<file path="src/rtl/lexer_input_buffer_with_histogram_defines.svh">
// ----------------------------------------------------------------------------
// Lexer input buffer assertion macros
// Concurrent check wrappers; compiled out when SYNTH is defined.
// ----------------------------------------------------------------------------
`ifndef LEXER_INPUT_BUFFER_WITH_HISTOGRAM_DEFINES_SVH
`define LEXER_INPUT_BUFFER_WITH_HISTOGRAM_DEFINES_SVH

`ifndef SYNTH
// same-cycle implication
`define LIBH_ASSERT_IMP(lbl, ante, cons) \
	lbl: assert property (@(posedge clk) disable iff (!arst_n) (ante) |-> (cons)) \
		else $error("lexer buffer check failed");
// next-cycle implication
`define LIBH_ASSERT_NXT(lbl, ante, cons) \
	lbl: assert property (@(posedge clk) disable iff (!arst_n) (ante) |=> (cons)) \
		else $error("lexer buffer check failed");
// invariant
`define LIBH_ASSERT_ALW(lbl, cond) \
	lbl: assert property (@(posedge clk) disable iff (!arst_n) (cond)) \
		else $error("lexer buffer check failed");
`else
`define LIBH_ASSERT_IMP(lbl, ante, cons)
`define LIBH_ASSERT_NXT(lbl, ante, cons)
`define LIBH_ASSERT_ALW(lbl, cond)
`endif

`endif

</file>
<file path="src/rtl/libh_pkg.sv">
// ----------------------------------------------------------------------------
// Lexer input buffer package
// Sizes, command codes, bracket characters and inter-module request types.
// ----------------------------------------------------------------------------
`timescale 1ns / 1ps
`default_nettype none

package libh_pkg;

	localparam int CAPACITY = 4096;
	localparam int ALPHABET = 128;

	localparam int POS_W  = $clog2(CAPACITY + 1);
	localparam int ADDR_W = $clog2(CAPACITY);
	localparam int CHAR_W = $clog2(ALPHABET);
	localparam int BYTE_W = 8;
	localparam int HIST_W = 24;
	localparam int ERR_W  = 16;
	localparam int SUM_W  = 32;
	localparam int BAL_W  = 4;

	localparam logic [HIST_W-1:0] HIST_MAX   = '1;
	localparam logic [ERR_W-1:0]  ERR_MAX    = '1;
	localparam logic [POS_W-1:0]  FILL_RESET = POS_W'(CAPACITY);

	typedef enum logic [2:0] {
		CMD_ADD     = 3'd0,
		CMD_GET     = 3'd1,
		CMD_RETRACT = 3'd2,
		CMD_RESTORE = 3'd3,
		CMD_SETMARK = 3'd4,
		CMD_RECOVER = 3'd5,
		CMD_CLEAR   = 3'd6,
		CMD_QUERY   = 3'd7
	} cmd_t;

	// tracked bracket and quote characters
	localparam int NUM_SPEC = 7;
	localparam int SP_LSQ   = 0;
	localparam int SP_RSQ   = 1;
	localparam int SP_LPAR  = 2;
	localparam int SP_RPAR  = 3;
	localparam int SP_QUOTE = 4;
	localparam int SP_LCUR  = 5;
	localparam int SP_RCUR  = 6;

	localparam logic [CHAR_W-1:0] SPEC_CHARS [NUM_SPEC] = '{
		CHAR_W'(8'h5B), CHAR_W'(8'h5D), CHAR_W'(8'h28), CHAR_W'(8'h29),
		CHAR_W'(8'h22), CHAR_W'(8'h7B), CHAR_W'(8'h7D)
	};

	typedef struct packed {
		logic              rd_en;
		logic [CHAR_W-1:0] rd_addr;
		logic              we;
		logic [CHAR_W-1:0] wr_addr;
		logic [HIST_W-1:0] wr_data;
	} hist_req_t;

	typedef struct packed {
		logic              we;
		logic [ADDR_W-1:0] waddr;
		logic [CHAR_W-1:0] wdata;
		logic              re;
		logic [ADDR_W-1:0] raddr;
	} store_req_t;

endpackage

`default_nettype wire

</file>
<file path="src/rtl/libh_hist.sv">
// ----------------------------------------------------------------------------
// Lexer character histogram
// Count memory read at accept, written back on advance with bypass;
// valid bits give zero for untouched entries; bracket counts kept aside.
// ----------------------------------------------------------------------------
`timescale 1ns / 1ps
`default_nettype none

module libh_hist
	import libh_pkg::*;
(
	input  wire logic              clk,
	input  wire logic              arst_n,
	input  wire hist_req_t         req,
	output      logic [HIST_W-1:0] count,
	output      logic [BAL_W-1:0]  unbalanced
);

	logic [HIST_W-1:0]   mem [ALPHABET];
	logic [HIST_W-1:0]   rd_data_s1;
	logic [HIST_W-1:0]   fwd_val_s1;
	logic                vld_s1;
	logic                fwd_s1;
	logic [ALPHABET-1:0] vld_q;
	logic [HIST_W-1:0]   bal_cnt_q [NUM_SPEC];

	always_ff @(posedge clk) begin
		if (req.we)
			mem[req.wr_addr] <= req.wr_data;
		if (req.rd_en) begin
			rd_data_s1 <= mem[req.rd_addr];
			fwd_val_s1 <= req.wr_data;
		end
	end

	always_ff @(posedge clk or negedge arst_n) begin
		if (!arst_n) begin
			vld_q  <= '0;
			vld_s1 <= 1'b0;
			fwd_s1 <= 1'b0;
			for (int k = 0; k < NUM_SPEC; k++)
				bal_cnt_q[k] <= '0;
		end else begin
			if (req.rd_en) begin
				vld_s1 <= vld_q[req.rd_addr];
				fwd_s1 <= req.we && (req.wr_addr == req.rd_addr);
			end
			if (req.we) begin
				vld_q[req.wr_addr] <= 1'b1;
				for (int k = 0; k < NUM_SPEC; k++)
					if (req.wr_addr == SPEC_CHARS[k])
						bal_cnt_q[k] <= req.wr_data;
			end
		end
	end

	// write in the read cycle returns the new value
	assign count = fwd_s1 ? fwd_val_s1 : (vld_s1 ? rd_data_s1 : '0);

	assign unbalanced = {
		bal_cnt_q[SP_LCUR] != bal_cnt_q[SP_RCUR],
		bal_cnt_q[SP_QUOTE][0],
		bal_cnt_q[SP_LPAR] != bal_cnt_q[SP_RPAR],
		bal_cnt_q[SP_LSQ] != bal_cnt_q[SP_RSQ]
	};

endmodule

`default_nettype wire

</file>
<file path="config.mk">
export PLATFORM = sky130hd
export DESIGN_NAME = libh_hist
export DESIGN_NICKNAME = d
export VERILOG_FILES = /design/src/rtl/lexer_input_buffer_with_histogram_defines.svh /design/src/rtl/libh_pkg.sv /design/src/rtl/libh_hist.sv
export SDC_FILE = /design/constraint.sdc
export NUM_CORES = 2
export LEC_CHECK = 0
export CORE_MARGIN = 2
export CORE_UTILIZATION = 42
export CTS_BUF_LIST = sky130_fd_sc_hd__clkbuf_4 sky130_fd_sc_hd__clkbuf_8
export DETAILED_ROUTE_END_ITERATION = 10
export DONT_BUFFER_PORTS = 1
export GPL_TIMING_DRIVEN = 1
export SYNTH_ARGS = -nofsm -noshare
export SYNTH_HDL_FRONTEND = slang
export SYNTH_SLANG_ARGS = --single-unit
export TNS_END_PERCENT = 1
</file>
<file path="constraint.sdc">
create_clock -name clk -period 2 [get_ports clk]
set_clock_uncertainty 0.15 [all_clocks]
set_input_delay 0.1 -clock clk [delete_from_list [all_inputs] [get_ports clk]]
set_output_delay 0.1 -clock clk [all_outputs]
set_load 0.03 [all_outputs]
</file>
==> impl_metrics.env <==
export IMPL_dr_pass1_iters=5
export IMPL_p_per_area_nw_per_um2=959
export IMPL_overflow=0
export IMPL_fin_crit_ps=2820
export IMPL_fillerInstances=24200
export IMPL_path_delay_family="simple AND/OR/NAND/NOR gates"
export IMPL_place_hpwl_um=172000
export IMPL_cts_buffer_depth=4
export IMPL_end_kind="output pin"
export IMPL_fin_cells=10700
export IMPL_ir_drop_v=0.000581
export IMPL_dieArea_um2=313000
export IMPL_synth_seq_cells=3395
export IMPL_relSlewSlack=0.213
export IMPL_crit_chain="xnor2_1, nand4_1, nor4_2, buf_4, nand3_4, buf_12"
export IMPL_rsz0062_at_grt="true"
export IMPL_via_per_inst=5.82
export IMPL_io_pins=70
export IMPL_setup_slack_ps=-823
export IMPL_drt_initial_drc_count=8692
export IMPL_cts_tree="done"
export IMPL_final_common_cell="edfxtp_1"
export IMPL_clock_sinks=3395
export IMPL_switching_share=0.221
export IMPL_track_usage=0.218
export IMPL_reg2reg_depth=5
export IMPL_p_seq_frac=0.538
export IMPL_ys_seq_area_frac=0.776
export IMPL_cts_buffers=558
export IMPL_leakage_nw=49.9
export IMPL_cts_setup_buffers=0
export IMPL_insertion_delay_ps=1060
export IMPL_critPathKind="reg -> out"
export IMPL_cpPeakStageDelay_ps=380
export IMPL_period_share=1.41
export IMPL_die_w_um=559
export IMPL_p_int_mw=114
export IMPL_failed_checks="hold timing, setup timing"
export IMPL_yosys_area_top_type="edfxtp_1"
export IMPL_final_hold_viol_count=300
export IMPL_antenna_found_initial=28
export IMPL_hold_ws_ps=-1350
export IMPL_place_congestion=0.803
export IMPL_max_cap_violations=0
export IMPL_yosys_area_top_type_share=0.723
export IMPL_power_frac_clock=0.404
export IMPL_finalSetupViolations=52
export IMPL_mostFrequentLayoutCells="3120 x edfxtp_1, 986 x mux4_2, 579 x clkbuf_8"
export IMPL_post_place_ws_ps=-2450
export IMPL_worstMarginPinSlew_ps=1180
export IMPL_area_growth_pct=18.2
export IMPL_drc=0
export IMPL_start_util=0.423
export IMPL_grt_pass1_wl_um=483000
export IMPL_r2r_start="mem[90][2]$_DFFE_PP_"
export IMPL_clockRootBuffer="clkbuf_8"
export IMPL_max_freq_ghz=0.354
export IMPL_hold_path_class="in -> async"
export IMPL_synth_area_top_cells="edfxtp_1 72%, mux4_2 17%, dfrtp_1 5.3%"
export IMPL_avgSynthCellArea_um2=23.8
export IMPL_crit_required_ps=1750
export IMPL_post_route_cells_drive_above_1_share=0.421
export IMPL_yosysWarnings=0
export IMPL_p_switching_mw=32.5
export IMPL_reg2reg_setup_slack_ps=-290
export IMPL_htree_levels=6
export IMPL_cp_arrival_ps=2570
export IMPL_crit_buf_inv=2
export IMPL_synth_nets=5479
export IMPL_grt_pass1_vias=64000
export IMPL_core_area_um2=306000
export IMPL_path_max_fanout=2
export IMPL_rows=203
export IMPL_syn_inst=5437
export IMPL_wl_per_cell_um=32.7
export IMPL_grt_max_degree=774
export IMPL_die_h_um=559
export IMPL_dp_cells=9610
export IMPL_cp_start_kind="register"
export IMPL_reg2reg_to="rd_data_s1[2]$_DFFE_PP_"
export IMPL_outcome="finished, violations left"
export IMPL_ant_nets=0
export IMPL_port_buffers=0
export IMPL_final_max_slew_viol_count=0
export IMPL_netlist_area_um2=130000
export IMPL_clkTransAtPathRegs_ps=60
export IMPL_via_count=62300
export IMPL_worst_path_max_delay_cell="dfrtp_1"
export IMPL_combPwrFrac=0.058
export IMPL_final_net_count=6225
export IMPL_wl_um=350000
export IMPL_yosysUniqueCellTypes=39
## cells in the mapped netlist
| library cell | n |
|---|---|
| buf_1 | 37 |
| nor2b_1 | 11 |
| a211oi_1 | 3 |
| a22o_1 | 23 |
| mux2_2 | 149 |
| buf_4 | 3 |
| xnor2_1 | 53 |
| a2111oi_0 | 1 |
| clkbuf_1 | 111 |
| o21ai_0 | 4 |
| a22oi_1 | 3 |
| buf_2 | 126 |
| nor3_1 | 2 |
| or3b_2 | 2 |
| nand3b_1 | 7 |
| nor4_1 | 33 |
| o41ai_1 | 1 |
| edfxtp_1 | 3120 |
| nand4_1 | 17 |
| nand4b_1 | 2 |
| xor2_1 | 26 |
| a2bb2oi_1 | 2 |
| nor2_1 | 133 |
| nor3b_1 | 2 |
| or4_1 | 1 |
| mux2i_1 | 16 |
| nand2_1 | 21 |
| dfrtp_1 | 275 |
| a311oi_1 | 2 |
| nand3_1 | 18 |
| or2_2 | 128 |
| o22ai_1 | 96 |
| a21oi_1 | 5 |
| inv_1 | 7 |
| buf_6 | 4 |
| or3_1 | 3 |
| o32ai_1 | 1 |
| nand2b_1 | 3 |
| mux4_2 | 986 |
## cells by family after synthesis
kind of cell,Yosys count,synth area share
and+or+nand+nor,383,0.0155
AOI/OAI and AO/OA,141,0.00736
DFF,3395,0.776
muxes,1151,0.186
xor gates and xnor gates,79,0.00534
buffers and inverters,288,0.00988
## registers in the layout (all words and copies together), names as in the netlist
| register | count |
|---|---|
| vld_s1 | 1 |
| bal_cnt_q | 144 |
| unbalanced | 1 |
| vld_q | 128 |
| mem | 3072 |
| fwd_s1 | 1 |
| fwd_val_s1 | 24 |
| rd_data_s1 | 24 |
## worst reg2reg max path: cells and delay by family, from the launching register on
| family | cells | cell delay (ps) |
|---|---|---|
| AOI/OAI and AO/OA | 1 | 190 |
| buffers and inverters | 1 | 230 |
| DFF | 1 | 360 |
| muxes | 2 | 1060 |
| and+or+nand+nor | 1 | 60 |
## power by group through the flow
stage                     combinational, mW  clock [mW]  sequential [mW]
after floorplan                        4.56           0             80.2
after global placement                 6.03           0             80.3
after detailed placement               6.07           0             80.4
after CTS                              7.87        60.4             79.0
after global routing                   8.85        63.6             79.0
final                                  8.46        59.4             79.0
## through the flow
stage	TNS, ps	utilization	hold WS [ps]	area, µm²	power (mW)
after floorplan	-672020	-	-346	130000	84.8
after global placement	-57880	0.456	-302	140000	86.4
after detailed placement	-57570	0.456	-302	140000	86.5
after CTS	-70110	0.497	-1410	152000	147
after global routing	-22610	0.500	-1400	153000	151
final	-20340	0.500	-1350	153000	147
## how the worst max path moves through the flow
stage,startpoint,to,slack [ps],cells past startpoint
2_1_floorplan,req[32],rd_data_s1[10]$_DFFE_PP_,-360,7
3_3_place_gp,req[32],rd_data_s1[1]$_DFFE_PP_,-2450,7
3_5_place_dp,req[32],rd_data_s1[9]$_DFFE_PP_,-2450,7
4_1_cts,bal_cnt_q[36]$_DFFE_PN0P_,unbalanced[3],-910,6
5_1_grt,bal_cnt_q[2]$_DFFE_PN0P_,unbalanced[3],-960,6
6_report,bal_cnt_q[114]$_DFFE_PN0P_,unbalanced[1],-820,6
## repair_timing
action / CTS / global route
pin swaps: 23 / 4
endpoints found under the hold margin: 6790 / 769
endpoints found under the setup margin: 52 / 769
hold buffers: 83 / 8
gates cloned: 2 / 16
resized for setup: 83 / 87
## routing by layer
| layer | up-vias | routed length [µm] | global-route usage |
|---|---|---|---|
| met5 | - | 0 | 0 |
| met4 | 0 | 11600 | 0.0750 |
| met3 | 528 | 27300 | 0.0335 |
| met2 | 2936 | 174000 | 0.357 |
| met1 | 34100 | 138000 | 0.299 |
| li1 | 24800 | - | - |
## area by class of cell
cell class	count	area (µm²)	area share
tap	4100	5130	0.0335
antenna	12	30.0	0.000196
clock inverter	175	1250	0.00814
multi-input combinational	1754	29200	0.191
inverter	7	26.3	0.000172
sequential	3395	101000	0.657
clock buffer	789	9550	0.0623
timing repair buffer	467	7410	0.0484
No activity file was read; power rests on OpenSTA's default activity.
